===== src/rtl/core/btr_ram.sv =====
// ----------------------------------------------------------------------------
// btr_ram
// Generic single write port, single read port RAM with registered read.
// ----------------------------------------------------------------------------
module btr_ram #(
  parameter int unsigned WIDTH = 8,
  parameter int unsigned DEPTH = 256,
  localparam int unsigned AW   = $clog2(DEPTH)
) (
  input  logic             clk,
  input  logic             we,
  input  logic [AW-1:0]    waddr,
  input  logic [WIDTH-1:0] wdata,
  input  logic             re,
  input  logic [AW-1:0]    raddr,
  output logic [WIDTH-1:0] rdata
);

  logic [WIDTH-1:0] mem [DEPTH];
  logic [WIDTH-1:0] rdata_r;

  always_ff @(posedge clk) begin
    if (we) begin
      mem[waddr] <= wdata;
    end
    if (re) begin
      rdata_r <= mem[raddr];
    end
  end

  assign rdata = rdata_r;

endmodule


===== config.mk =====
export PLATFORM = sky130hd
export DESIGN_NAME = btr_ram
export DESIGN_NICKNAME = d
export VERILOG_FILES = /design/src/rtl/core/btr_ram.sv
export SDC_FILE = /design/constraint.sdc
export NUM_CORES = 2
export LEC_CHECK = 0
export ABC_AREA = 0
export BUFFER_PORTS_ARGS = -buffer_cell sky130_fd_sc_hd__buf_2
export CORE_UTILIZATION = 60
export CTS_CLUSTER_SIZE = 24
export DETAILED_ROUTE_END_ITERATION = 16
export PLACE_DENSITY = 0.83
export SLEW_MARGIN = 20
export SYNTH_ARGS = -nofsm -noshare
export SYNTH_HDL_FRONTEND = slang
export SYNTH_SLANG_ARGS = --single-unit

===== constraint.sdc =====
create_clock -name clk -period 3 [get_ports clk]
set_clock_uncertainty 0.15 [all_clocks]
set_input_delay 0 -clock clk [delete_from_list [all_inputs] [get_ports clk]]
set_output_delay 0 -clock clk [all_outputs]
set_load 0.02 [all_outputs]

==> results.md <==
- Post-synth ARST share: 0%
- Max Fclk: 333 MHz
- Via/cell ratio: 7.13
- Most frequent cells in the layout: edfxtp_1 (2056), mux4_2 (454), buf_4 (400)
- Max clock buf depth: 3
- Chip height: 366 microns
- Clock slew at reported path FFs: 70 ps
- Critical path class: reg2reg
- Setup WS post-layout: -6.97 ps
- First-pass GRT wire length: 315000 microns
- Synthesis-stage register bit count: 2056
- Power per cell area: 646 nW/um^2
- Sink Count: 2056
- P&R area growth vs syn: 14.1%
- Peak supply drop: 0.634 mV
- Hold Crit Class: in2reg
- Critical Path End Type: flip-flop
- Lkg Pwr: 28.9 nW
- Worst EP required: 3400 ps
- Seq/Total Area, Yosys: 77.5%
- Crit path arrival time: 3410 ps
- DRT Wirelength: 219000 microns
- Finished Layout Cells: 6120
- Vias in the first global route: 44.4k
- Reg-to-Reg End: rdata[1]$_DFFE_PP_
- Synth Area in XOR/XNOR: 0%
- Total of max-cap violations: 0
- Setup crit start kind: flip-flop
- Endpoints failing setup: 1
- Synthesized area: 79600 sq um
- Synth warnings: 0
- Die Wd: 366 microns
- TritonCTS Buffers: 190
- Total core area: 132000 sq um
- # rows: 133
- Commonest non-fill, non-tap cell in the layout: edfxtp_1
- Largest net degree at the start of global routing: 143
- Clock root buffer master: clkbuf_16
- IO buf count: 34
- Io pins: 35
- Main combinational cell family by area after synthesis: multiplexers
- Adder-cell share of the synthesized area: 0%
- H-Tree Depth: 4
- WL/cell: 35.8 microns
- Placed insts: 5732
- Syn_nets: 3760
- Synth unique cells: 54
- Simple-Gate Fraction of Synth Area: 2.63%
- R2R cell count: 7
- Status: finished, violations left
- Die area: 134000 sq um
- Final hold vios: 0
- Pre-antenna DRT Iters: 6
- Yosys top cell area share: 77.5%
- Post-layout power: 0.0587 W
- Nets: 4222
- Post-synth EDFFs: 2056
- Ys flop type: edfxtp_1
- Worst r2r src: mem[101][1]$_DFFE_PP_
- Share of cells above drive strength 1: 27.7%
- Number of antenna violations at the first check in global routing: 12
- Largest cells by area after synthesis: edfxtp_1 (78%), mux4_2 (13%), mux2i_1 (1.7%)
- CTS tree: built
- Worst skew pair latency: 850 ps
- Syn Area/Cell: 21.3 sq um
- Crit path max fanout: 1
- Crit path from: mem[101][1]$_DFFE_PP_
- DR vias: 43.6k
- Complex-gate fraction of the synthesized area: 3.42%
- Post-synth top area cell: edfxtp_1
- Remaining DRCs: 0
- Fin crit period: 3010 ps
- ANT nets after route: 0
- Slew HR: 25.6%
- Worst Max-Slew Pin Slew: 1120 ps
- GPL Wtd Cong: 0.914
- R2R setup slack: -7 ps
- Failing checks: setup timing
- Max Slew Vio Count: 0
- Initial Util: 60.5%
- Mux share of post-synthesis cell area: 14.6%
- Fin crit share: 100%
- Setup_tns: -6.97 ps
- Mapped Cells: 3733
- GRT overflow: 0
- First DRT Iteration DRCs: 7873
- Setup Buffers After CTS: 0
- Critical path destination: rdata[1]$_DFFE_PP_
- RSZ-0062 raised after global routing: no
- GRT Total Usage: 33.0%
- Hpwl dp: 126000 microns
[state kept, by name (all words and copies together) (netlist names)]
signal / count
mem: 2048
rdata: 8
[cells by family (layout without fill, tap and decap cells)]
kind of cell | after synthesis | after routing
flip-flops | 2056 | 2056
multiplexers | 591 | 591
AND/OR/NAND/NOR | 466 | 466
AO/OA/AOI/OAI | 385 | 385
buffers and inverters | 235 | 859
other | 0 | 8
[final cells by class]
cell class                      count  area (sq um)
Sequential cell                  2056         61700
Fill cell                        7057         40800
Multi-Input combinational cell   1442         16500
Clock buffer                      237          4930
Timing Repair Buffer              503          4400
Tap cell                         1755          2200
Clock inverter                    117          1080
Antenna cell                        8          20.0
Inverter                            2          7.51
[report_power, final]
group / internal (W) / total (W) / switching, W
clock: 0.0130 / 0.0238 / 0.0108
sequential: 0.0317 / 0.0317 / 0.0000579
combinational: 0.00115 / 0.00320 / 0.00205
total: 0.0458 / 0.0587 / 0.0130
[timing repair]
item | 4_1_cts | 5_1_grt
resized for setup | 1 | 1
hold buffers | 26 | 0
endpoints found under the setup margin | 1 | 1
endpoints found under the hold margin | 2376 | 0
[layer usage]
metal / part of all wire [%] / vias to the layer above / global-route usage [%]
li1: - / 16604 / -
met5: 0.045 / - / 0
met1: 31 / 21780 / 42.0
met4: 6.6 / 16 / 17.9
met3: 14 / 934 / 9.26
met2: 48 / 4283 / 51.9
[worst min-delay path by stage]
stage	from	slack, ps	end	cells past startpoint
floorplan	wdata[0]	-50	mem[0][0]$_DFFE_PP_	0
detailed placement	wdata[6]	230	mem[125][6]$_DFFE_PP_	1
finish	raddr[6]	80	rdata[5]$_DFFE_PP_	6
CTS	raddr[6]	1	rdata[5]$_DFFE_PP_	6
global placement	wdata[6]	220	mem[125][6]$_DFFE_PP_	1
global route	wdata[2]	100	mem[163][2]$_DFFE_PP_	2
[metrics by stage]
step	util [%]	setup WS (ps)	hold WS (ps)	area, sq um
finish	69.0	-6.97	77.0	90900
detailed placement	64.2	-456	228	84600
floorplan	-	774	-51.1	79600
CTS	69.0	61.3	1.07	90800
global placement	64.2	-491	217	84600
global route	69.0	23.4	97.5	90800
[cells in the mapped netlist, types with 2 or more instances]
master / n
nand3_1: 34
o22a_1: 5
a221oi_1: 13
o32ai_1: 4
o21ai_0: 10
a22oi_1: 133
edfxtp_1: 2056
nand2b_1: 8
nor2b_1: 31
a31oi_1: 2
a311oi_1: 2
nor3_1: 22
o21ai_1: 2
nor4_1: 24
or2_2: 4
buf_8: 13
a22o_1: 8
nor2_1: 282
buf_4: 27
nand2_1: 33
buf_12: 8
buf_2: 31
and2_1: 6
o22ai_1: 28
nand4_1: 10
nor4_2: 3
a21oi_1: 96
a2111oi_0: 2
nand3b_1: 2
and3b_1: 2
o211ai_1: 10
clkbuf_1: 111
mux4_2: 454
a2111oi_1: 2
buf_6: 21
o221ai_1: 46
a211oi_1: 16
buf_1: 22
mux4_1: 2
mux2i_1: 134
[critical path: stages (launching register included)]
cell	delay [ps]
edfxtp_1	400
mux4_2	490
nor2b_1	160
a211oi_1	450
nor3_1	180
nor4_1	640
buf_4	220
nor4_1	50
(Power assumes the default switching activity.)
