$ cat config.mk
export PLATFORM = sky130hd
export DESIGN_NAME = btr_queue
export DESIGN_NICKNAME = d
export VERILOG_FILES = /design/src/rtl/core/btr_pkg.sv /design/src/rtl/core/btr_queue.sv
export SDC_FILE = /design/constraint.sdc
export NUM_CORES = 1
export LEC_CHECK = 0
export ABC_AREA = 1
export BUFFER_PORTS_ARGS = -buffer_cell sky130_fd_sc_hd__buf_2
export CAP_MARGIN = 20
export CORE_MARGIN = 2
export CORE_UTILIZATION = 30
export DETAILED_ROUTE_END_ITERATION = 6
export SYNTH_ARGS = -nofsm -noshare
export SYNTH_HDL_FRONTEND = slang
export SYNTH_SLANG_ARGS = --single-unit
$ cat constraint.sdc
create_clock -name clk -period 5.65 [get_ports clk]
set_input_delay 0 -clock clk [delete_from_list [all_inputs] [get_ports clk]]
set_output_delay 0 -clock clk [all_outputs]
set_load 0.005 [all_outputs]
$ cat src/rtl/core/btr_pkg.sv
// ----------------------------------------------------------------------------
// btr_pkg
// Shared types and constants of the bitmap font text renderer.
// ----------------------------------------------------------------------------
package btr_pkg;

  // Field widths
  localparam int unsigned ADDR_W      = 32;
  localparam int unsigned COLOR_W     = 32;
  localparam int unsigned COORD_W     = 16;
  localparam int unsigned CODE_W      = 8;
  localparam int unsigned BYTE_W      = 8;
  localparam int unsigned FONT_ADDR_W = 12;
  localparam int unsigned STRIDE_W    = 5;
  localparam int unsigned CMD_IDX_W   = 13;  // holds 255 * 31 and any load address
  localparam int unsigned CFG_IDX_W   = 3;
  localparam int unsigned CFG_DATA_W  = 32;

  // Glyph geometry
  localparam int unsigned GLYPH_ROWS     = 16;
  localparam int unsigned ROW_W          = 4;
  localparam int unsigned CHAR_ADVANCE   = 8;
  localparam int unsigned LINE_ADVANCE   = 16;
  localparam int unsigned CURSOR_X_RESET = 50;
  localparam int unsigned CURSOR_Y_RESET = 120;

  // Sizes
  localparam int unsigned GLYPH_STORE_DEPTH_DEF = 4096;
  localparam int unsigned QUEUE_DEPTH           = 2;
  localparam int unsigned QUEUE_PTR_W           = 1;
  localparam int unsigned QUEUE_CNT_W           = 2;

  // Register indexes
  localparam logic [CFG_IDX_W-1:0] REG_BASE   = 3'd0;
  localparam logic [CFG_IDX_W-1:0] REG_PITCH  = 3'd1;
  localparam logic [CFG_IDX_W-1:0] REG_WIDTH  = 3'd2;
  localparam logic [CFG_IDX_W-1:0] REG_COLOR  = 3'd3;
  localparam logic [CFG_IDX_W-1:0] REG_STRIDE = 3'd4;

  // Register reset values
  localparam logic [ADDR_W-1:0]   BASE_RESET   = 32'h0000_0000;
  localparam logic [COORD_W-1:0]  PITCH_RESET  = 16'd1024;
  localparam logic [COORD_W-1:0]  WIDTH_RESET  = 16'd1024;
  localparam logic [COLOR_W-1:0]  COLOR_RESET  = 32'hFF00_00FF;
  localparam logic [STRIDE_W-1:0] STRIDE_RESET = 5'd16;

  // Input function codes
  localparam logic FUNC_LOAD = 1'b0;
  localparam logic FUNC_DRAW = 1'b1;

  typedef struct packed {
    logic [ADDR_W-1:0]   base;
    logic [COORD_W-1:0]  pitch;
    logic [COORD_W-1:0]  width;
    logic [COLOR_W-1:0]  color;
    logic [STRIDE_W-1:0] stride;
  } cfg_t;

  typedef enum logic {
    CMD_LOAD,
    CMD_DRAW
  } cmd_kind_t;

  // One queued command: a store write, or a glyph draw at a fixed cursor
  typedef struct packed {
    cmd_kind_t            kind;
    logic [CMD_IDX_W-1:0] index;      // load address, or code * stride
    logic [BYTE_W-1:0]    font_byte;
    logic [COORD_W-1:0]   x;
    logic [COORD_W-1:0]   y;
  } cmd_t;

endpackage

$ cat src/rtl/core/btr_queue.sv
// ----------------------------------------------------------------------------
// btr_queue
// Short command queue between the front and the back.
// ----------------------------------------------------------------------------
module btr_queue import btr_pkg::*; (
  input  logic clk,
  input  logic rst_n,
  input  logic push,
  input  cmd_t push_cmd,
  output logic full,
  input  logic pop,
  output logic valid,
  output cmd_t head
);

  cmd_t                   slot_r [QUEUE_DEPTH];
  logic [QUEUE_PTR_W-1:0] wr_ptr_r, wr_ptr_nxt;
  logic [QUEUE_PTR_W-1:0] rd_ptr_r, rd_ptr_nxt;
  logic [QUEUE_CNT_W-1:0] cnt_r, cnt_nxt;
  logic                   do_push;
  logic                   do_pop;

  assign full    = (cnt_r == QUEUE_CNT_W'(QUEUE_DEPTH));
  assign valid   = (cnt_r != '0);
  assign head    = slot_r[rd_ptr_r];
  assign do_push = push && !full;
  assign do_pop  = pop && valid;

  always_comb begin
    wr_ptr_nxt = wr_ptr_r;
    rd_ptr_nxt = rd_ptr_r;
    cnt_nxt    = cnt_r;
    if (do_push) begin
      wr_ptr_nxt = (wr_ptr_r == QUEUE_PTR_W'(QUEUE_DEPTH - 1)) ? '0 : wr_ptr_r + 1'b1;
    end
    if (do_pop) begin
      rd_ptr_nxt = (rd_ptr_r == QUEUE_PTR_W'(QUEUE_DEPTH - 1)) ? '0 : rd_ptr_r + 1'b1;
    end
    if (do_push && !do_pop) begin
      cnt_nxt = cnt_r + 1'b1;
    end else if (do_pop && !do_push) begin
      cnt_nxt = cnt_r - 1'b1;
    end
  end

  always_ff @(posedge clk) begin
    if (!rst_n) begin
      wr_ptr_r <= '0;
      rd_ptr_r <= '0;
      cnt_r    <= '0;
    end else begin
      wr_ptr_r <= wr_ptr_nxt;
      rd_ptr_r <= rd_ptr_nxt;
      cnt_r    <= cnt_nxt;
    end
  end

  always_ff @(posedge clk) begin
    if (do_push) begin
      slot_r[wr_ptr_r] <= push_cmd;
    end
  end

endmodule

==> impl_metrics.ini <==
[run_status]
status = completed

[floorplan]
die_h_um = 125
rows = 44
pin_count = 114
start_util = 0.305
core_mm2 = 0.0144
die_area_mm2 = 0.0156
dieWidth_um = 125

[clocking]
clockBufferDepth = 2
clock-sinks = 113
clkTransAtPathRegs_ns = 0.05
post-cts-setup-buffer-count = 0
cts_resized = 0
cts-root-buf = clkbuf_16
cts_tree = built
cts_made_buffers = 17
htreeDepth = 4
clock_latency_ns = 0.40

[critical_path]
arrival_ns = 2.16
cp.required_ns = 5.70
worstSetupStartpointType = register
crit_buf_inv = 2
cp_top_family = buffers and inverters
cp_cell_sequence = inv_1, o21ai_2, nor2_4, buf_4
crit_type = reg -> reg
crit_path_top_delay_cell = nor2_4
endpoint_kind = register
crit_fanout = 29
slowest_delay_ns = 0.65

[grt]
grt_pass1_wl_mm = 13.0
antenna_found_initial = 0
grt.overflow.total = 0
grt_pass1_vias = 2638
track_usage = 0.110
grt_max_degree = 55

[place]
dpl-instance-area_mm2 = 0.00511
portBuffers = 113
dp_hpwl_mm = 5.19
globalplace.congestion = 0.688

[drt]
wire_per_inst_um = 14.0
vias_per_cell = 4.12
drt-pass1-iter-count = 4
wirelength_mm = 8.19
num_vias = 2404
ant_nets = 0
post-route-drc-count = 0
drt_iter0_drc = 113

[final_layout]
area_growth_pct = 40.6
multiInputGateArea_um2 = 926
register_area_mm2 = 0.00335
drive_gt1_frac = 0.496
final_nets = 448
fill_cells = 1362
antennaDiodeCount = 0
final_area_mm2 = 0.00618

[timing]
fin_setup_tns_ns = 0
fin_skew_ns = 0.00505
max_clock_freq_mhz = 474
relSlewSlack = 0.310
worst_pin_slew_ns = 1.03
fin_crit_sh = 0.373
setup_violations = 0
hold_viol = 0
fin_crit_ns = 2.11
rsz0062_at_grt = false
slew_viol_final = 0

[synthesis]
ys_warn_count = 0
synth_ff_type = edfxtp_1
synth_top_area_frac = 0.738
syn_nets = 264
yosysTopAreaCell = edfxtp_1
synth_cells = 205
yosysUniqueCellTypes = 16
yosysSeqAreaShare = 0.761
yosys_register_bits = 113
synthesis.area_mm2 = 0.00440
synth_edf_count = 108
yosys.cell_count.top_type = edfxtp_1
synth_area_leaders = edfxtp_1, mux2_4, buf_12, dfxtp_1, mux2_2
synthTopCellsByCount = edfxtp_1, mux2_4, nor2_1, inv_1, nand2_1
avgSynthCellArea_um2 = 21.4
async_reset_ff_frac = 0

[power_and_ir_drop]
p_per_area_mw_per_mm2 = 419
p_leak_nw = 2.46
ir_drop_uv = 150
finalPower_mw = 2.59

[run]
maxCapViolCount = 0

[min_path]
min_path_type = in -> reg
per-stage QoR:
step	worst slack (ns)	std cells	utilization	hold WS [ns]
after floorplan	2.43	205	-	0.0989
after global placement	3.56	498	0.355	0.189
after detailed placement	3.49	498	0.355	0.193
after CTS	3.50	583	0.428	0.0197
after global routing	3.36	583	0.428	0.0551
final	3.54	583	0.428	0.0373
cells by family after synthesis:
kind of cell | Yosys count | share of synthesized area
flip-flops | 113 | 0.761
adder cells (fa/ha/maj) | 1 | 0.00285
AND/OR/NAND/NOR | 18 | 0.0162
multiplexers | 54 | 0.181
AO/OA/AOI/OAI | 5 | 0.00712
buffers and inverters | 14 | 0.0322
worst min-delay path, stage by stage:
cell and delay [ns]:
buf_2 0.08, o21ai_2 0.10, o21ai_0 0.17, nor2_1 0.04
cell usage in the layout (no fill, tap or decap):
cell type	synthesis	final
nand3_1	1	1
edfxtp_1	108	108
o21a_1	1	1
nor2_4	0	2
a21oi_1	1	1
buf_4	0	2
clkinv_2	0	7
bufinv_16	0	1
buf_2	0	113
o21ai_0	2	2
mux2_2	4	4
o21ai_2	1	1
clkbuf_16	0	17
dfxtp_4	0	1
nor2_1	9	7
nand4_1	1	1
dlygate4sd3_1	0	56
dfxtp_1	5	4
mux2_4	50	50
clkbuf_1	0	2
nand2_1	7	7
ha_1	1	1
clkinv_1	0	2
inv_1	8	8
state kept, by name, indices dropped and copies added (netlist names), named ones only:
signal,flops
wr_ptr_r,1
rd_ptr_r,1
cnt_r,2
slot_r,108
path summary, 6_finish.rpt:
check,from,end,slack [ns],depth (start not counted)
max,cnt_r[1]$_SDFFE_PN0P_,slot_r[1][21]$_DFFE_PP_,3.54,4
min,push,wr_ptr_r$_SDFFE_PN0N_,0.04,4
max reg2reg,cnt_r[1]$_SDFFE_PN0P_,slot_r[1][21]$_DFFE_PP_,3.54,4
min reg2reg,rd_ptr_r$_SDFFE_PN0P_,rd_ptr_r$_SDFFE_PN0P_,0.50,2
cell type report:
class                   count  share of cell area
flip-flops and latches    113               0.542
repair buffers            171               0.185
multi-input cells          78               0.150
clock buffers              19              0.0701
well taps                 184              0.0373
clock inverters            10              0.0117
inverters                   8             0.00486
timing repair:
item                                   CTS  global route
setup endpoints to repair                0             0
hold buffers                            56             0
endpoints found under the hold margin  113             0
where the power goes:
group          leakage (nW)  total [mW]  internal, mW  switching (mW)
Clock                 0.256       0.905         0.583           0.322
Sequential             1.05        1.16          1.06          0.0917
Combinational          1.16       0.526         0.315           0.211
Total                  2.46        2.59          1.96           0.625
per-layer routing:
layer,up-vias,part of all wire,GRT usage
met3,12,0.062,0.0419
met5,-,0,0
li1,1160,-,-
met4,0,0.017,0.0588
met2,70,0.51,0.182
met1,1162,0.41,0.123
(Power assumes the default switching activity.)
