<file path="src/rtl/core/btr_pkg.sv">
// ----------------------------------------------------------------------------
// btr_pkg
// Shared types and constants of the bitmap font text renderer.
// ----------------------------------------------------------------------------
package btr_pkg;

  // Field widths
  localparam int unsigned ADDR_W      = 32;
  localparam int unsigned COLOR_W     = 32;
  localparam int unsigned COORD_W     = 16;
  localparam int unsigned CODE_W      = 8;
  localparam int unsigned BYTE_W      = 8;
  localparam int unsigned FONT_ADDR_W = 12;
  localparam int unsigned STRIDE_W    = 5;
  localparam int unsigned CMD_IDX_W   = 13;  // holds 255 * 31 and any load address
  localparam int unsigned CFG_IDX_W   = 3;
  localparam int unsigned CFG_DATA_W  = 32;

  // Glyph geometry
  localparam int unsigned GLYPH_ROWS     = 16;
  localparam int unsigned ROW_W          = 4;
  localparam int unsigned CHAR_ADVANCE   = 8;
  localparam int unsigned LINE_ADVANCE   = 16;
  localparam int unsigned CURSOR_X_RESET = 50;
  localparam int unsigned CURSOR_Y_RESET = 120;

  // Sizes
  localparam int unsigned GLYPH_STORE_DEPTH_DEF = 4096;
  localparam int unsigned QUEUE_DEPTH           = 2;
  localparam int unsigned QUEUE_PTR_W           = 1;
  localparam int unsigned QUEUE_CNT_W           = 2;

  // Register indexes
  localparam logic [CFG_IDX_W-1:0] REG_BASE   = 3'd0;
  localparam logic [CFG_IDX_W-1:0] REG_PITCH  = 3'd1;
  localparam logic [CFG_IDX_W-1:0] REG_WIDTH  = 3'd2;
  localparam logic [CFG_IDX_W-1:0] REG_COLOR  = 3'd3;
  localparam logic [CFG_IDX_W-1:0] REG_STRIDE = 3'd4;

  // Register reset values
  localparam logic [ADDR_W-1:0]   BASE_RESET   = 32'h0000_0000;
  localparam logic [COORD_W-1:0]  PITCH_RESET  = 16'd1024;
  localparam logic [COORD_W-1:0]  WIDTH_RESET  = 16'd1024;
  localparam logic [COLOR_W-1:0]  COLOR_RESET  = 32'hFF00_00FF;
  localparam logic [STRIDE_W-1:0] STRIDE_RESET = 5'd16;

  // Input function codes
  localparam logic FUNC_LOAD = 1'b0;
  localparam logic FUNC_DRAW = 1'b1;

  typedef struct packed {
    logic [ADDR_W-1:0]   base;
    logic [COORD_W-1:0]  pitch;
    logic [COORD_W-1:0]  width;
    logic [COLOR_W-1:0]  color;
    logic [STRIDE_W-1:0] stride;
  } cfg_t;

  typedef enum logic {
    CMD_LOAD,
    CMD_DRAW
  } cmd_kind_t;

  // One queued command: a store write, or a glyph draw at a fixed cursor
  typedef struct packed {
    cmd_kind_t            kind;
    logic [CMD_IDX_W-1:0] index;      // load address, or code * stride
    logic [BYTE_W-1:0]    font_byte;
    logic [COORD_W-1:0]   x;
    logic [COORD_W-1:0]   y;
  } cmd_t;

endpackage

</file>
<file path="src/rtl/core/btr_if.sv">
// ----------------------------------------------------------------------------
// btr_in_if / btr_out_if
// Valid/ready channels for input items and result items.
// ----------------------------------------------------------------------------
interface btr_in_if import btr_pkg::*; ();
  logic                   valid;
  logic                   ready;
  logic                   func;
  logic [FONT_ADDR_W-1:0] font_address;
  logic [BYTE_W-1:0]      font_byte;
  logic [CODE_W-1:0]      char_code;

  modport source (output valid, func, font_address, font_byte, char_code, input ready);
  modport sink   (input valid, func, font_address, font_byte, char_code, output ready);
endinterface


</file>
<file path="src/rtl/core/btr_front.sv">
// ----------------------------------------------------------------------------
// btr_front
// Accepts items, tracks the text cursor and turns each item into a command.
// ----------------------------------------------------------------------------
module btr_front import btr_pkg::*; (
  input  logic          clk,
  input  logic          rst_n,
  input  cfg_t          cfg,
  btr_in_if.sink        in_ch,
  input  logic          q_full,
  output logic          q_push,
  output cmd_t          q_cmd
);

  logic [COORD_W-1:0] cur_x_r, cur_x_nxt;
  logic [COORD_W-1:0] cur_y_r, cur_y_nxt;
  logic [COORD_W-1:0] adv_x;
  logic               wrap;

  assign in_ch.ready = !q_full;
  assign q_push      = in_ch.valid && !q_full;

  always_comb begin
    q_cmd.kind      = (in_ch.func == FUNC_DRAW) ? CMD_DRAW : CMD_LOAD;
    q_cmd.font_byte = in_ch.font_byte;
    q_cmd.x         = cur_x_r;
    q_cmd.y         = cur_y_r;
    if (in_ch.func == FUNC_DRAW) begin
      q_cmd.index = CMD_IDX_W'(in_ch.char_code) * CMD_IDX_W'(cfg.stride);
    end else begin
      q_cmd.index = CMD_IDX_W'(in_ch.font_address);
    end
  end

  // Advance by one character; wrap when the next one would not fit
  assign adv_x = cur_x_r + COORD_W'(CHAR_ADVANCE);
  assign wrap  = ({1'b0, adv_x} + (COORD_W+1)'(CHAR_ADVANCE)) > {1'b0, cfg.width};

  always_comb begin
    cur_x_nxt = cur_x_r;
    cur_y_nxt = cur_y_r;
    if (q_push && in_ch.func == FUNC_DRAW) begin
      if (wrap) begin
        cur_x_nxt = '0;
        cur_y_nxt = cur_y_r + COORD_W'(LINE_ADVANCE);
      end else begin
        cur_x_nxt = adv_x;
      end
    end
  end

  always_ff @(posedge clk) begin
    if (!rst_n) begin
      cur_x_r <= COORD_W'(CURSOR_X_RESET);
      cur_y_r <= COORD_W'(CURSOR_Y_RESET);
    end else begin
      cur_x_r <= cur_x_nxt;
      cur_y_r <= cur_y_nxt;
    end
  end

endmodule

</file>
<file path="src/flat_wrapper.sv">
// flat-port wrapper written by rule: the top's interface ports become plain ports
module btr_front_flat import btr_pkg::*;
  (clk, rst_n, cfg, q_full, q_push, q_cmd, in_ch_valid, in_ch_func, in_ch_font_address, in_ch_font_byte, in_ch_char_code, in_ch_ready);
  btr_in_if in_ch_i ();
  input  logic clk;
  input  logic rst_n;
  input  cfg_t cfg;
  input  logic q_full;
  output logic q_push;
  output cmd_t q_cmd;
  input wire logic [$bits(in_ch_i.valid)-1:0] in_ch_valid;
  input wire logic [$bits(in_ch_i.func)-1:0] in_ch_func;
  input wire logic [$bits(in_ch_i.font_address)-1:0] in_ch_font_address;
  input wire logic [$bits(in_ch_i.font_byte)-1:0] in_ch_font_byte;
  input wire logic [$bits(in_ch_i.char_code)-1:0] in_ch_char_code;
  output wire logic [$bits(in_ch_i.ready)-1:0] in_ch_ready;
  assign in_ch_i.valid = in_ch_valid;
  assign in_ch_i.func = in_ch_func;
  assign in_ch_i.font_address = in_ch_font_address;
  assign in_ch_i.font_byte = in_ch_font_byte;
  assign in_ch_i.char_code = in_ch_char_code;
  assign in_ch_ready = in_ch_i.ready;
  btr_front u_core (.clk(clk), .rst_n(rst_n), .cfg(cfg), .in_ch(in_ch_i), .q_full(q_full), .q_push(q_push), .q_cmd(q_cmd));
endmodule
</file>
<file path="config.mk">
export PLATFORM = sky130hd
export DESIGN_NAME = btr_front_flat
export DESIGN_NICKNAME = d
export VERILOG_FILES = /design/src/rtl/core/btr_pkg.sv /design/src/rtl/core/btr_if.sv /design/src/rtl/core/btr_front.sv /design/src/flat_wrapper.sv
export SDC_FILE = /design/constraint.sdc
export NUM_CORES = 1
export LEC_CHECK = 0
export BUFFER_PORTS_ARGS = -buffer_cell sky130_fd_sc_hd__buf_4
export CORE_MARGIN = 3
export CORE_UTILIZATION = 44
export DETAILED_ROUTE_END_ITERATION = 16
export PLACE_DENSITY = 0.8
export SLEW_MARGIN = 20
export SYNTH_ARGS = -nofsm -noshare
export SYNTH_HDL_FRONTEND = slang
export SYNTH_SLANG_ARGS = --single-unit
</file>
<file path="constraint.sdc">
create_clock -name clk -period 3.6 [get_ports clk]
set_clock_uncertainty 0.15 [all_clocks]
set_input_delay 0.36 -clock clk [delete_from_list [all_inputs] [get_ports clk]]
set_output_delay 0.36 -clock clk [all_outputs]
set_load 0.005 [all_outputs]
</file>
==> impl_metrics.ini, run 1 <==
[status]
outcome = complete, but fails checks
violations = negative setup slack

[place]
post_dp_cell_area_um2 = 5200
portBuffers = 87
gp_congestion = 0.874
dp_worst_setup_slack_ns = -0.427
hpwl_um = 8990

[synthesis]
synth_top_family_by_area = simple AND/OR/NAND/NOR gates
ys_seq_area_share_pct = 13.0
netlist_instances = 504
synth_area_per_cell_um2 = 7.91
yosysUniqueCellTypes = 65
synth-edff-count = 0
ys_top_cells_by_count = 56 x inv_1, 51 x nand2_1, 38 x ha_1, 32 x and2_1, 26 x dfxtp_1
yosys.area_share.xor_xnor_pct = 5.65
synth.top_cell.area_share_pct = 13.0
synth_area_leaders = dfxtp_1 13%, ha_1 12%, fa_1 9.0%
ys.flop_type = dfxtp_1
async_flop_share_pct = 0
synth-adder-area-share_pct = 21.0
synth_top_area_cell = dfxtp_1
synth_compound_gate_area_share_pct = 16.4
synth.area.mux_share_pct = 5.08
post-synth-top-count-cell = inv_1
syn_area_um2 = 3990
synthSimpleGateAreaFrac_pct = 27.4
ys_ff_latch = 26
ys_warn_count = 0

[grt]
grt_overflow = 0
grt_pass1_wl_um = 19400
grt_max_degree = 37
antenna_found_initial = 0
grt.total_usage_pct = 22.6
grt_pass1_vias = 4199

[setup_path]
r2r_slack_ns = -0.16
endpoint_kind = primary output
worstPathMaxFanout = 4
cp-start-kind = primary input
required_ns = 3.09
worstPathArrival_ns = 3.48
path_class = in -> out

[clock_tree]
clock-sinks = 26
root_buffer = clkbuf_8
clk_latency_ns = 0.27
htreeDepth = 1
clk_pin_slew_ns = 0.09
holdBufCountCts = 0
cts_tree = yes
cts_buffer_depth = 2
numCtsBuffers = 3

[route]
drt_iter0_markers = 238
via_per_inst = 5.65
vias = 4280
detail-route-antenna-nets = 0
post-route-drc-count = 0
routed_wl_um = 12600
wl_per_cell_um = 16.6
firstDrtPassIters = 5

[floorplanning]
initial_utilization_pct = 45.5
core-area_um2 = 8760
pin_count = 190
chipHeight_um = 101
rows = 34
die_x_um = 101
die_area_um2 = 10200

[layout]
fin_util_pct = 67.9
final_area_um2 = 5950
drive_gt1_share_pct = 43.4
num_antenna_cells = 0
nets = 841
syn_to_final_growth_pct = 49.1

[sta]
maxSlewHeadroom_pct = 66.5
max_freq_mhz = 251
period_share_pct = 111
worst_pin_slew_ns = 0.498
fin_crit_ns = 3.99
setup_viol = 19
finalHoldViolCount = 0
hold-worst-slack_ns = 0.333
rsz0062_at_grt = true
setup_slack_ns = -0.388
report.final.slew_viol_count = 0

[hold_path]
hold_class = in -> reg

[power_and_ir_drop]
power.leakage_uw = 0.00271
cellPowerDensity_nw_per_um2 = 229
total_power_uw = 1360
ir_drop_v = 0.000170

[run]
cap_violations = 0
==> power breakdown <==
group | switching, uW | internal (uW)
clock network | 95.0 | 97.9
registers | 4.70 | 291
logic | 417 | 458
==> worst paths after layout <==
path,cells past startpoint,endpoint,from
hold / removal,2,u_core.cur_y_r[5],rst_n
setup / recovery,14,q_cmd[50],in_ch_char_code[4]
hold reg to reg,2,u_core.cur_y_r[15],u_core.cur_y_r[15]
setup reg to reg,16,u_core.cur_x_r[7],u_core.cur_x_r[3]
==> per-stage QoR <==
stage / TNS [ns] / cells
CTS: -1.89 / 748
floorplan: -0.0206 / 508
detailed placement: -8.89 / 739
global route: -6.72 / 758
global placement: -6.60 / 739
finish: -2.68 / 758
==> cell usage in the layout (no fill, tap or decap), types with 7 or more instances in the layout <==
| cell type | Yosys | layout |
|---|---|---|
| nand3_1 | 22 | 22 |
| buf_6 | 2 | 21 |
| nand2b_1 | 12 | 12 |
| nand3b_1 | 7 | 7 |
| nand2_1 | 51 | 44 |
| and2_1 | 32 | 25 |
| inv_1 | 56 | 50 |
| nor2_1 | 11 | 8 |
| o22ai_4 | 0 | 8 |
| ha_1 | 38 | 32 |
| fa_1 | 18 | 16 |
| nand4_1 | 13 | 13 |
| xnor2_1 | 16 | 14 |
| a21oi_1 | 19 | 12 |
| buf_4 | 17 | 153 |
| mux2i_1 | 9 | 9 |
| dfxtp_1 | 26 | 22 |
| o211ai_1 | 11 | 11 |
==> logic make-up (layout without fill, tap and decap cells) <==
kind of cell | count (synthesis) | after routing
AND/OR/NAND/NOR | 192 | 192
XOR/XNOR | 24 | 24
multiplexers | 19 | 19
buffers and inverters | 97 | 239
adder cells (fa/ha/maj) | 56 | 56
AO/OA/AOI/OAI | 88 | 88
flip-flops | 26 | 26
other | 2 | 6
==> routing by layer <==
| metal | vias up | wire length, um | part of all wire (%) | global-route usage (%) |
|---|---|---|---|---|
| li1 | 2029 | - | - | - |
| met1 | 2051 | 5110 | 41 | 29.9 |
| met4 | 0 | 223 | 1.8 | 5.42 |
| met5 | - | 0 | 0 | 0 |
| met3 | 26 | 850 | 6.7 | 2.48 |
| met2 | 174 | 6410 | 51 | 39.4 |
==> flip-flops by register name, summed over array words and instances (netlist names) <==
register and cells:
u_core.cur_y_r 12, u_core.cur_x_r 14
==> critical path, cell delays in order <==
cell,delay [ns]
buf_8,0.10
and2_4,0.15
fa_1,0.51
fa_1,0.52
inv_1,0.06
fa_1,0.50
inv_2,0.05
ha_4,0.24
o21a_4,0.21
a21oi_4,0.16
nor2_2,0.06
xor2_1,0.17
mux2_4,0.26
buf_6,0.12
==> final cells by class <==
| cell class | count | area (um2) |
|---|---|---|
| multi-input combinational | 385 | 3550 |
| fill | 654 | 2820 |
| timing repair buffer | 179 | 1470 |
| sequential | 26 | 533 |
| inverter | 56 | 210 |
| tap | 108 | 135 |
| clock buffer | 4 | 55.1 |
==> timing repair <==
item / in CTS / in global routing
setup buffers: 5 / 10
gates resized for setup: 56 / 74
cloned: 1 / 0
pin swaps: 21 / 44
endpoints found under the setup margin: 34 / 34
No activity file was read; power rests on OpenSTA's default activity.
==> run 2: changes to the inputs <==
- CORE_MARGIN: 3 -> 2
==> run 2 against run 1 <==
The flow still finishes with violations (negative setup slack). Setup slack gained 0.011 ns. Non-clock buffer count is 1 higher. Combinational power up 6.7%. Register-to-register slack gained 0.04 ns. Sequential share of layout area down 0.13 points. Total power rose by 4.7%. Critical path type unchanged. Largest cell class unchanged. Largest power group unchanged.
==> impl_metrics.ini, run 2 (synthesis gave the netlist of run 1 again) <==
[layout]
final_cells = 759
syn_to_final_growth_pct = 51.3
fill_cells = 638
largest_register_ff_count = 14
final_common_cell = buf_4
final_cell_mix = 152 x buf_4, 52 x inv_1, 46 x nand2_1
final_area_um2 = 6040
drive_gt1_share_pct = 43.9
reg_top3 = u_core.cur_x_r: 14 flops, u_core.cur_y_r: 12 flops
regArea_um2 = 533
nets = 842
multi_input_area_um2 = 3590
top_register = u_core.cur_x_r
num_antenna_cells = 0

[power_and_ir_drop]
pwr-share-clk_pct = 13.8
power.leakage_uw = 0.00273
combPwrFrac_pct = 65.5
switching_share_pct = 38.9
switchingPower_uw = 555
ir_drop_v = 0.000179
total_power_uw = 1430
p_seq_share_pct = 20.7
cellPowerDensity_nw_per_um2 = 236
p_int_uw = 872

[setup_path]
path_class = in -> out
worstPathArrival_ns = 3.47
cp_slowest_cell = fa_1
crit_chain = buf_8 -> and2_1 -> fa_1 -> fa_1 -> inv_1 -> fa_1 -> inv_2 -> ha_4 -> o21a_4 -> a21oi_4 -> nor2_2 -> xor2_1 -> mux2_4 -> buf_6
critPathTopFamily = adder cells
cp_slowest_stage_delay_ns = 0.52
required_ns = 3.09
worstPathMaxFanout = 5
crit_buf_inv = 4
startpoint = in_ch_char_code[3]
endpoint_kind = primary output
r2r_start = u_core.cur_x_r[4]
cp-start-kind = primary input
cp_common_cell = fa_1

[status]
violations = negative setup slack
outcome = complete, but fails checks

[clock_tree]
root_buffer = clkbuf_8
htreeDepth = 1
clock-sinks = 26
numCtsBuffers = 3
clk_pin_slew_ns = 0.10
cts_buffer_depth = 2
holdBufCountCts = 0
cts_tree = yes
clk_latency_ns = 0.28

[route]
met1Wirelength_um = 5310
routed.top_layer = met4
routed_wl_um = 12900
via_per_inst = 5.77
firstDrtPassIters = 4
detail-route-antenna-nets = 0
wl_met3_um = 880
wl_per_cell_um = 17.0
post-route-drc-count = 0
route.met2.wl_um = 6500
drt_iter0_markers = 346
vias = 4383

[sta]
setup_slack_ns = -0.377
setup_viol = 31
fin_crit_ns = 3.98
rsz0062_at_grt = true
report.final.slew_viol_count = 0
max_freq_mhz = 251
period_share_pct = 110
finalHoldViolCount = 0

[floorplanning]
core-area_um2 = 8760
chipHeight_um = 99.2
rows = 34
pin_count = 190
initial_utilization_pct = 45.5
die_x_um = 99.2
die_area_um2 = 9840

[grt]
antenna_found_initial = 0
grt_pass1_vias = 4333
grt_overflow = 0
grt_pass1_wl_um = 20300
grt.total_usage_pct = 24.7
grt_max_degree = 37

[place]
post_dp_cell_area_um2 = 5210
dp_worst_setup_slack_ns = -0.446
portBuffers = 87
place_inst = 738
hpwl_um = 8870
gp_congestion = 0.866

[hold_path]
hp-start = rst_n
hold_class = in -> reg

[run]
cap_violations = 0
## run 2: changes by cell type in the layout (fill, tap and decap cells not counted), sizes merged
cell,change
buf,+1
## run 2: cell type report
| cell class | count | area share [%] |
|---|---|---|
| Timing Repair Buffer | 180 | 25.1 |
| Sequential cell | 26 | 8.83 |
| Clock buffer | 4 | 0.912 |
| Tap cell | 108 | 2.24 |
| Inverter | 56 | 3.52 |
| Multi-Input combinational cell | 385 | 59.4 |
## run 2: final timing paths
check,endpoint,cells past startpoint,slack [ns]
max,q_cmd[50],14,-0.38
max reg2reg,u_core.cur_x_r[12],16,-0.12
min reg2reg,u_core.cur_y_r[14],2,0.33
min,u_core.cur_y_r[5],2,0.33
## run 2: per-layer routing
metal,vias to the layer above,global-route usage (%)
met5,-,0
met4,0,6.64
met3,26,3.16
met2,191,43.1
met1,2122,32.2
li1,2044,-
## run 2: what timing repair did
item	CTS	global route
setup buffers	11	8
gates cloned	2	0
setup endpoints to repair	34	34
pin swaps	32	45
resized for setup	88	48
## run 2: worst register-to-register path, stage by stage, from the launching register on
cell and delay [ns]:
dfxtp_4 0.38, ha_4 0.17, and2b_2 0.24, o21ai_4 0.08
a2111oi_4 0.37, buf_4 0.20, nand4b_4 0.12, xnor2_2 0.15
ha_1 0.30, nand2_2 0.07, nor4_4 0.36, a41oi_2 0.23
o21ai_4 0.17, buf_8 0.19, buf_12 0.13, nand4b_1 0.09
o211ai_1 0.23
## run 2: metrics by stage
step                hold slack (ns)  setup TNS, ns  util (%)
global placement              0.309          -5.15      59.5
detailed placement            0.318          -8.12      59.5
global route                  0.346          -7.56      68.9
floorplan                     0.309        -0.0206         -
CTS                           0.307          -1.82      65.4
finish                        0.327          -3.20      68.9
## run 2: power groups by stage
stage	combinational [uW]	clock, uW	sequential (uW)
after floorplan	436	0	302
after global placement	680	0	301
after detailed placement	711	0	302
after CTS	885	199	295
after global routing	1020	208	296
final	934	197	295
