File: config.mk
export PLATFORM = sky130hd
export DESIGN_NAME = btr_back_flat
export DESIGN_NICKNAME = d
export VERILOG_FILES = /design/src/rtl/core/btr_pkg.sv /design/src/rtl/core/btr_if.sv /design/src/rtl/core/btr_back.sv /design/src/flat_wrapper.sv
export SDC_FILE = /design/constraint.sdc
export NUM_CORES = 1
export LEC_CHECK = 0
export ABC_AREA = 1
export BUFFER_PORTS_ARGS = -buffer_cell sky130_fd_sc_hd__buf_2
export CELL_PAD_IN_SITES_DETAIL_PLACEMENT = 2
export CELL_PAD_IN_SITES_GLOBAL_PLACEMENT = 2
export CORE_MARGIN = 5
export CORE_UTILIZATION = 32
export DETAILED_ROUTE_END_ITERATION = 8
export MAX_ROUTING_LAYER = met4
export PLACE_DENSITY = 0.8
export SLEW_MARGIN = 20
export SYNTH_ARGS = -nofsm -noshare
export SYNTH_HDL_FRONTEND = slang
export SYNTH_SLANG_ARGS = --single-unit
File: constraint.sdc
create_clock -name clk -period 6.8 [get_ports clk]
set_input_delay 1.36 -clock clk [delete_from_list [all_inputs] [get_ports clk]]
set_output_delay 1.36 -clock clk [all_outputs]
set_load 0.05 [all_outputs]
File: src/rtl/core/btr_pkg.sv
// ----------------------------------------------------------------------------
// btr_pkg
// Shared types and constants of the bitmap font text renderer.
// ----------------------------------------------------------------------------
package btr_pkg;

  // Field widths
  localparam int unsigned ADDR_W      = 32;
  localparam int unsigned COLOR_W     = 32;
  localparam int unsigned COORD_W     = 16;
  localparam int unsigned CODE_W      = 8;
  localparam int unsigned BYTE_W      = 8;
  localparam int unsigned FONT_ADDR_W = 12;
  localparam int unsigned STRIDE_W    = 5;
  localparam int unsigned CMD_IDX_W   = 13;  // holds 255 * 31 and any load address
  localparam int unsigned CFG_IDX_W   = 3;
  localparam int unsigned CFG_DATA_W  = 32;

  // Glyph geometry
  localparam int unsigned GLYPH_ROWS     = 16;
  localparam int unsigned ROW_W          = 4;
  localparam int unsigned CHAR_ADVANCE   = 8;
  localparam int unsigned LINE_ADVANCE   = 16;
  localparam int unsigned CURSOR_X_RESET = 50;
  localparam int unsigned CURSOR_Y_RESET = 120;

  // Sizes
  localparam int unsigned GLYPH_STORE_DEPTH_DEF = 4096;
  localparam int unsigned QUEUE_DEPTH           = 2;
  localparam int unsigned QUEUE_PTR_W           = 1;
  localparam int unsigned QUEUE_CNT_W           = 2;

  // Register indexes
  localparam logic [CFG_IDX_W-1:0] REG_BASE   = 3'd0;
  localparam logic [CFG_IDX_W-1:0] REG_PITCH  = 3'd1;
  localparam logic [CFG_IDX_W-1:0] REG_WIDTH  = 3'd2;
  localparam logic [CFG_IDX_W-1:0] REG_COLOR  = 3'd3;
  localparam logic [CFG_IDX_W-1:0] REG_STRIDE = 3'd4;

  // Register reset values
  localparam logic [ADDR_W-1:0]   BASE_RESET   = 32'h0000_0000;
  localparam logic [COORD_W-1:0]  PITCH_RESET  = 16'd1024;
  localparam logic [COORD_W-1:0]  WIDTH_RESET  = 16'd1024;
  localparam logic [COLOR_W-1:0]  COLOR_RESET  = 32'hFF00_00FF;
  localparam logic [STRIDE_W-1:0] STRIDE_RESET = 5'd16;

  // Input function codes
  localparam logic FUNC_LOAD = 1'b0;
  localparam logic FUNC_DRAW = 1'b1;

  typedef struct packed {
    logic [ADDR_W-1:0]   base;
    logic [COORD_W-1:0]  pitch;
    logic [COORD_W-1:0]  width;
    logic [COLOR_W-1:0]  color;
    logic [STRIDE_W-1:0] stride;
  } cfg_t;

  typedef enum logic {
    CMD_LOAD,
    CMD_DRAW
  } cmd_kind_t;

  // One queued command: a store write, or a glyph draw at a fixed cursor
  typedef struct packed {
    cmd_kind_t            kind;
    logic [CMD_IDX_W-1:0] index;      // load address, or code * stride
    logic [BYTE_W-1:0]    font_byte;
    logic [COORD_W-1:0]   x;
    logic [COORD_W-1:0]   y;
  } cmd_t;

endpackage

File: src/rtl/core/btr_if.sv


interface btr_out_if import btr_pkg::*; ();
  logic               valid;
  logic               ready;
  logic [ADDR_W-1:0]  pixel_address;
  logic [BYTE_W-1:0]  row_mask;
  logic [COLOR_W-1:0] pixel_color;
  logic               last_row;

  modport source (output valid, pixel_address, row_mask, pixel_color, last_row,
                  input ready);
  modport sink   (input valid, pixel_address, row_mask, pixel_color, last_row,
                  output ready);
endinterface

File: src/rtl/core/btr_back.sv
// ----------------------------------------------------------------------------
// btr_back
// Executes queued commands: glyph store writes and sixteen-row glyph draws.
// ----------------------------------------------------------------------------
module btr_back import btr_pkg::*; #(
  parameter int unsigned GLYPH_STORE_DEPTH = GLYPH_STORE_DEPTH_DEF,
  localparam int unsigned AW               = $clog2(GLYPH_STORE_DEPTH)
) (
  input  logic        clk,
  input  logic        rst_n,
  input  cfg_t        cfg,
  input  logic        q_valid,
  input  cmd_t        q_head,
  output logic        q_pop,
  output logic        ram_we,
  output logic [AW-1:0] ram_waddr,
  output logic [BYTE_W-1:0] ram_wdata,
  output logic        ram_re,
  output logic [AW-1:0] ram_raddr,
  input  logic [BYTE_W-1:0] ram_rdata,
  btr_out_if.source   out_ch
);

  typedef enum logic [1:0] {
    ST_IDLE,
    ST_REDUCE,
    ST_ROWS
  } state_t;

  localparam logic [CMD_IDX_W:0] DEPTH_W = (CMD_IDX_W+1)'(GLYPH_STORE_DEPTH);

  state_t                state_r, state_nxt;
  cmd_kind_t             kind_r, kind_nxt;
  logic [CMD_IDX_W-1:0]  idx_r, idx_nxt;
  logic [BYTE_W-1:0]     byte_r, byte_nxt;
  logic [COORD_W-1:0]    x_r, x_nxt;
  logic [ADDR_W-1:0]     prod_r, prod_nxt;
  logic [ADDR_W-1:0]     row_addr_r, row_addr_nxt;
  logic [ROW_W-1:0]      row_r, row_nxt;

  logic                  s1_valid_r, s1_valid_nxt;
  logic [ADDR_W-1:0]     s1_addr_r, s1_addr_nxt;
  logic                  s1_last_r, s1_last_nxt;

  logic                  out_valid_r, out_valid_nxt;
  logic [ADDR_W-1:0]     out_addr_r, out_addr_nxt;
  logic [BYTE_W-1:0]     out_mask_r, out_mask_nxt;
  logic                  out_last_r, out_last_nxt;

  logic                  s1_adv;
  logic                  issue;
  logic                  idx_big;
  logic [CMD_IDX_W:0]    idx_inc;
  logic                  row_last;

  assign s1_adv   = s1_valid_r && (!out_valid_r || out_ch.ready);
  assign issue    = (state_r == ST_ROWS) && (!s1_valid_r || s1_adv);
  assign idx_big  = ({1'b0, idx_r} >= DEPTH_W);
  assign idx_inc  = {1'b0, idx_r} + 1'b1;
  assign row_last = (row_r == ROW_W'(GLYPH_ROWS - 1));
  assign q_pop    = (state_r == ST_IDLE) && q_valid;

  assign ram_waddr = idx_r[AW-1:0];
  assign ram_wdata = byte_r;
  assign ram_raddr = idx_r[AW-1:0];
  assign ram_re    = issue;
  assign ram_we    = (state_r == ST_REDUCE) && !idx_big && (kind_r == CMD_LOAD);

  always_comb begin
    state_nxt    = state_r;
    kind_nxt     = kind_r;
    idx_nxt      = idx_r;
    byte_nxt     = byte_r;
    x_nxt        = x_r;
    prod_nxt     = prod_r;
    row_addr_nxt = row_addr_r;
    row_nxt      = row_r;
    s1_valid_nxt = s1_valid_r;
    s1_addr_nxt  = s1_addr_r;
    s1_last_nxt  = s1_last_r;
    out_valid_nxt = out_valid_r;
    out_addr_nxt  = out_addr_r;
    out_mask_nxt  = out_mask_r;
    out_last_nxt  = out_last_r;

    case (state_r)
      ST_IDLE: begin
        if (q_valid) begin
          kind_nxt  = q_head.kind;
          idx_nxt   = q_head.index;
          byte_nxt  = q_head.font_byte;
          x_nxt     = q_head.x;
          prod_nxt  = ADDR_W'(q_head.y) * ADDR_W'(cfg.pitch);
          row_nxt   = '0;
          state_nxt = ST_REDUCE;
        end
      end
      ST_REDUCE: begin
        // Bring the store index below the depth, one subtraction a cycle
        row_addr_nxt = cfg.base + ADDR_W'(x_r) + prod_r;
        if (idx_big) begin
          idx_nxt = idx_r - DEPTH_W[CMD_IDX_W-1:0];
        end else if (kind_r == CMD_LOAD) begin
          state_nxt = ST_IDLE;
        end else begin
          state_nxt = ST_ROWS;
        end
      end
      ST_ROWS: begin
        if (issue) begin
          idx_nxt      = (idx_inc == DEPTH_W) ? '0 : idx_inc[CMD_IDX_W-1:0];
          row_addr_nxt = row_addr_r + ADDR_W'(cfg.pitch);
          row_nxt      = row_r + 1'b1;
          if (row_last) begin
            state_nxt = ST_IDLE;
          end
        end
      end
      default: begin
        state_nxt = ST_IDLE;
      end
    endcase

    // Read stage: address and row flag travel alongside the store read
    if (issue) begin
      s1_valid_nxt = 1'b1;
      s1_addr_nxt  = row_addr_r;
      s1_last_nxt  = row_last;
    end else if (s1_adv) begin
      s1_valid_nxt = 1'b0;
    end

    // Output register
    if (s1_adv) begin
      out_valid_nxt = 1'b1;
      out_addr_nxt  = s1_addr_r;
      out_mask_nxt  = ram_rdata;
      out_last_nxt  = s1_last_r;
    end else if (out_ch.ready) begin
      out_valid_nxt = 1'b0;
    end
  end

  always_ff @(posedge clk) begin
    if (!rst_n) begin
      state_r     <= ST_IDLE;
      s1_valid_r  <= 1'b0;
      out_valid_r <= 1'b0;
    end else begin
      state_r     <= state_nxt;
      s1_valid_r  <= s1_valid_nxt;
      out_valid_r <= out_valid_nxt;
    end
    kind_r     <= kind_nxt;
    idx_r      <= idx_nxt;
    byte_r     <= byte_nxt;
    x_r        <= x_nxt;
    prod_r     <= prod_nxt;
    row_addr_r <= row_addr_nxt;
    row_r      <= row_nxt;
    s1_addr_r  <= s1_addr_nxt;
    s1_last_r  <= s1_last_nxt;
    out_addr_r <= out_addr_nxt;
    out_mask_r <= out_mask_nxt;
    out_last_r <= out_last_nxt;
  end

  assign out_ch.valid         = out_valid_r;
  assign out_ch.pixel_address = out_addr_r;
  assign out_ch.row_mask      = out_mask_r;
  assign out_ch.pixel_color   = cfg.color;
  assign out_ch.last_row      = out_last_r;

endmodule
File: src/flat_wrapper.sv
// flat-port wrapper written by rule: the top's interface ports become plain ports
module btr_back_flat import btr_pkg::*;
#(
  parameter int unsigned GLYPH_STORE_DEPTH = GLYPH_STORE_DEPTH_DEF,
  localparam int unsigned AW               = $clog2(GLYPH_STORE_DEPTH)
)
  (clk, rst_n, cfg, q_valid, q_head, q_pop, ram_we, ram_waddr, ram_wdata, ram_re, ram_raddr, ram_rdata, out_ch_valid, out_ch_pixel_address, out_ch_row_mask, out_ch_pixel_color, out_ch_last_row, out_ch_ready);
  btr_out_if out_ch_i ();
  input  logic clk;
  input  logic rst_n;
  input  cfg_t cfg;
  input  logic q_valid;
  input  cmd_t q_head;
  output logic q_pop;
  output logic ram_we;
  output logic [AW-1:0] ram_waddr;
  output logic [BYTE_W-1:0] ram_wdata;
  output logic ram_re;
  output logic [AW-1:0] ram_raddr;
  input  logic [BYTE_W-1:0] ram_rdata;
  output wire logic [$bits(out_ch_i.valid)-1:0] out_ch_valid;
  output wire logic [$bits(out_ch_i.pixel_address)-1:0] out_ch_pixel_address;
  output wire logic [$bits(out_ch_i.row_mask)-1:0] out_ch_row_mask;
  output wire logic [$bits(out_ch_i.pixel_color)-1:0] out_ch_pixel_color;
  output wire logic [$bits(out_ch_i.last_row)-1:0] out_ch_last_row;
  input wire logic [$bits(out_ch_i.ready)-1:0] out_ch_ready;
  assign out_ch_valid = out_ch_i.valid;
  assign out_ch_pixel_address = out_ch_i.pixel_address;
  assign out_ch_row_mask = out_ch_i.row_mask;
  assign out_ch_pixel_color = out_ch_i.pixel_color;
  assign out_ch_last_row = out_ch_i.last_row;
  assign out_ch_i.ready = out_ch_ready;
  btr_back #(.GLYPH_STORE_DEPTH(GLYPH_STORE_DEPTH)) u_core (.clk(clk), .rst_n(rst_n), .cfg(cfg), .q_valid(q_valid), .q_head(q_head), .q_pop(q_pop), .ram_we(ram_we), .ram_waddr(ram_waddr), .ram_wdata(ram_wdata), .ram_re(ram_re), .ram_raddr(ram_raddr), .ram_rdata(ram_rdata), .out_ch(out_ch_i));
endmodule
==> metrics.yaml <==
synth_compound_area_frac: 0.06235
rr_worst_depth: 14
worstReg2RegStart: "u_core.prod_r[1]"
die_h_um: 259.4
port_buffers: 190
ys_ff_latch: 184
ys_seq_area_frac: 0.2755
fin_skew_ps: 21.65
slew_violations: 0
min_period_ps: 6468
cp_max_fo: 14
hold_depth: 0
antenna_found_initial: 1
layout.cells.non_filler: 3393
wire_per_inst_um: 20.58
dieArea_um2: 67300
cts_resized: 0
cts_setup_buffers: 0
syn_inst: 2407
grt_max_degree: 59
postRouteAntennaNets: 0
critical_path_class: "in -> reg"
syn_area_per_cell_um2: 8.270
cts_htree_levels: 4
start_kind: "primary input"
drive_gt1_frac: 0.1190
finalSetupViolCount: 0
dp.cells: 3360
synth_nets: 2957
holdPathEnd: "u_core.out_ch.pixel_address[23]"
hold_path_class: "reg -> reg"
synth_area_um2: 19910
finalHoldViolCount: 0
r2r_slack_ps: 3500
dr.pass1.iters: 5
startpoint: "cfg[60]"
place_area_um2: 21660
cts_tree: "yes"
yosys.area_share.simple: 0.1938
top_usage_layer: "met2"
worst_pin_slew_ps: 849.5
die_x_um: 259.4
worst_setup_path_end_kind: "flip-flop"
dr_total_vias: 16648
yosysWarnings: 0
grt_first_pass_wirelength_um: 109600
synth-adder-area-share: 0.3207
clockBufferDepth: 2
path_clk_slew_ps: 80
ys_types: 43
rsz0062_at_grt: "no"
gp_congestion: 0.9106
muxShareOfSynthArea: 0
area_growth_pct: 12.06
start_util: 0.3226
synth_top_family_by_area: "adder cells"
async_flop_share: 0
cp_data_arrival_time_ps: 6760
fmax_mhz: 154.6
wl_um: 69830
final_nets: 3092
drtIter0Drc: 640
design_area_um2: 22310
relSlewSlack: 0.4336
clk_latency_ps: 470
synthFlopType: "edfxtp_1"
drc: 0
grt_pass1_vias: 19521
period_share: 0.9512
grt_use_total: 0.2141
grt_util_met2: 0.3933
rr_endpoint: "u_core.row_addr_r[23]"
floorplan.rows: 91
critPathRequiredTime_ps: 7090
overflow: 0
via_per_inst: 4.907
ioPinCount: 276
synth_edf_count: 180
hpwl_um: 59380
grtUsageMet1: 0.2512
synthXorXnorAreaFrac: 0.01622
post-place-ws_ps: -190.7
cts.sink_count: 184
maxCapViolations: 0
status: "finished, final reports clean"
grt_use_met3: 0.01965
fin_ws_ps: 331.7
cts-root-buf: "clkbuf_16"
cts_inserted_buffers: 17
min_from: "u_core.s1_addr_r[23]"
core_um2: 61710
cts-hold-fix-buffers: 0
final.setup.tns_ps: 0
[synthesized netlist by cell type (3+ instances only)]
| library cell | instances | area, µm² |
|---|---|---|
| nand2_2 | 4 | 25.02 |
| o21ai_1 | 8 | 40.04 |
| a21o_1 | 5 | 37.54 |
| nor3_1 | 24 | 120.1 |
| nand3_1 | 99 | 495.5 |
| a211oi_1 | 3 | 22.52 |
| buf_4 | 56 | 420.4 |
| o21bai_1 | 11 | 82.58 |
| fa_1 | 212 | 4244 |
| xor2_1 | 27 | 236.5 |
| a21oi_1 | 104 | 520.5 |
| ha_1 | 171 | 2140 |
| dfxtp_1 | 4 | 80.08 |
| edfxtp_1 | 180 | 5405 |
| xnor2_1 | 8 | 70.07 |
| nand2_1 | 632 | 2372 |
| nand3_2 | 4 | 40.04 |
| o21a_1 | 3 | 22.52 |
| clkbuf_1 | 67 | 251.5 |
| nor2_1 | 119 | 446.7 |
| buf_1 | 4 | 15.01 |
| inv_1 | 511 | 1918 |
| nand4_1 | 23 | 143.9 |
| or2_2 | 4 | 25.02 |
| o21ai_2 | 3 | 26.28 |
| nor2_2 | 5 | 31.28 |
| a31oi_1 | 6 | 37.54 |
| nand3b_1 | 8 | 60.06 |
| nor4_1 | 5 | 31.28 |
| o21ai_0 | 79 | 395.4 |
[cell families (layout without fill, tap and decap cells)]
family / Yosys count / after routing
adders and majority gates: 383 / 383
xor gates and xnor gates: 36 / 36
DFF: 184 / 184
AOI/OAI and AO/OA: 229 / 229
other: 0 / 1
buffers and inverters: 640 / 788
and+or+nand+nor: 935 / 935
[flip-flops by register name, summed over array words and instances, names as in the netlist]
signal	flops
u_core.out_ch.valid	1
u_core.state_r	2
u_core.out_ch.pixel_address	32
u_core.row_r	4
u_core.out_ch.row_mask	8
u_core.s1_last_r	1
u_core.s1_valid_r	1
u_core.out_ch.last_row	1
u_core.prod_r	32
u_core.x_r	16
u_core.row_addr_r	32
u_core.s1_addr_r	32
u_core.ram_wdata	8
u_core.kind_r	1
u_core.idx_r	13
[area by class of cell]
class	instances	area, µm²
repair buffers	245	1389
fillers	7190	39400
clock buffers	17	425.4
inverters	511	1918
diodes	1	2.502
flip-flops and latches	184	5485
clock inverters	15	222.7
well taps	837	1047
multi-input cells	1583	11820
[placed cells by master, fill, tap and decap left out, types with 4 or more instances in the layout]
cell type | Yosys | routed
nand2_1 | 632 | 632
inv_1 | 511 | 510
fa_1 | 212 | 212
buf_2 | 2 | 190
edfxtp_1 | 180 | 180
ha_1 | 171 | 171
nor2_1 | 119 | 119
a21oi_1 | 104 | 103
nand3_1 | 99 | 99
o21ai_0 | 79 | 79
buf_4 | 56 | 53
xor2_1 | 27 | 27
nor3_1 | 24 | 24
nand4_1 | 23 | 23
clkbuf_16 | 0 | 17
o21bai_1 | 11 | 11
o21ai_1 | 8 | 8
xnor2_1 | 8 | 8
nand3b_1 | 8 | 8
clkinv_8 | 0 | 7
a31oi_1 | 6 | 6
nor2_2 | 5 | 5
a21o_1 | 5 | 5
nor4_1 | 5 | 5
nand3_2 | 4 | 4
nand2_2 | 4 | 4
or2_2 | 4 | 4
inv_8 | 0 | 4
dfxtp_1 | 4 | 4
[how the worst max path moves through the flow]
stage | end | cells after the start
after floorplan | u_core.prod_r[18] | 21
after global placement | u_core.prod_r[20] | 21
after detailed placement | u_core.prod_r[27] | 20
after CTS | u_core.prod_r[27] | 20
after global routing | u_core.prod_r[27] | 20
final | u_core.prod_r[27] | 20
[critical path, stage by stage]
cell and delay (ps):
buf_2 380, buf_4 200, nand2_1 80, fa_1 520, fa_1 510, inv_1 60
fa_1 570, fa_1 430, fa_1 510, inv_1 60, fa_1 480, inv_1 50
ha_1 360, nand2_1 100, nor2_1 200, inv_1 100, nor3_1 250, nand4_1 140
nand3_1 110, xor2_1 250
[through the flow]
step	utilization	hold WS (ps)
after floorplan	-	400.3
after global placement	0.3509	400.3
after detailed placement	0.3509	405.6
after CTS	0.3614	421.0
after global routing	0.3615	435.0
final	0.3615	422.7
[layer usage]
metal,vias to the layer above,wire [µm]
met5,-,0
met1,8601,29160
met2,276,37260
met4,0,1647
li1,7689,-
met3,82,1764
Power is left out: the tool's default activity adds up to more than one toggle a clock period on the data nets, which glitch-free logic cannot reach.
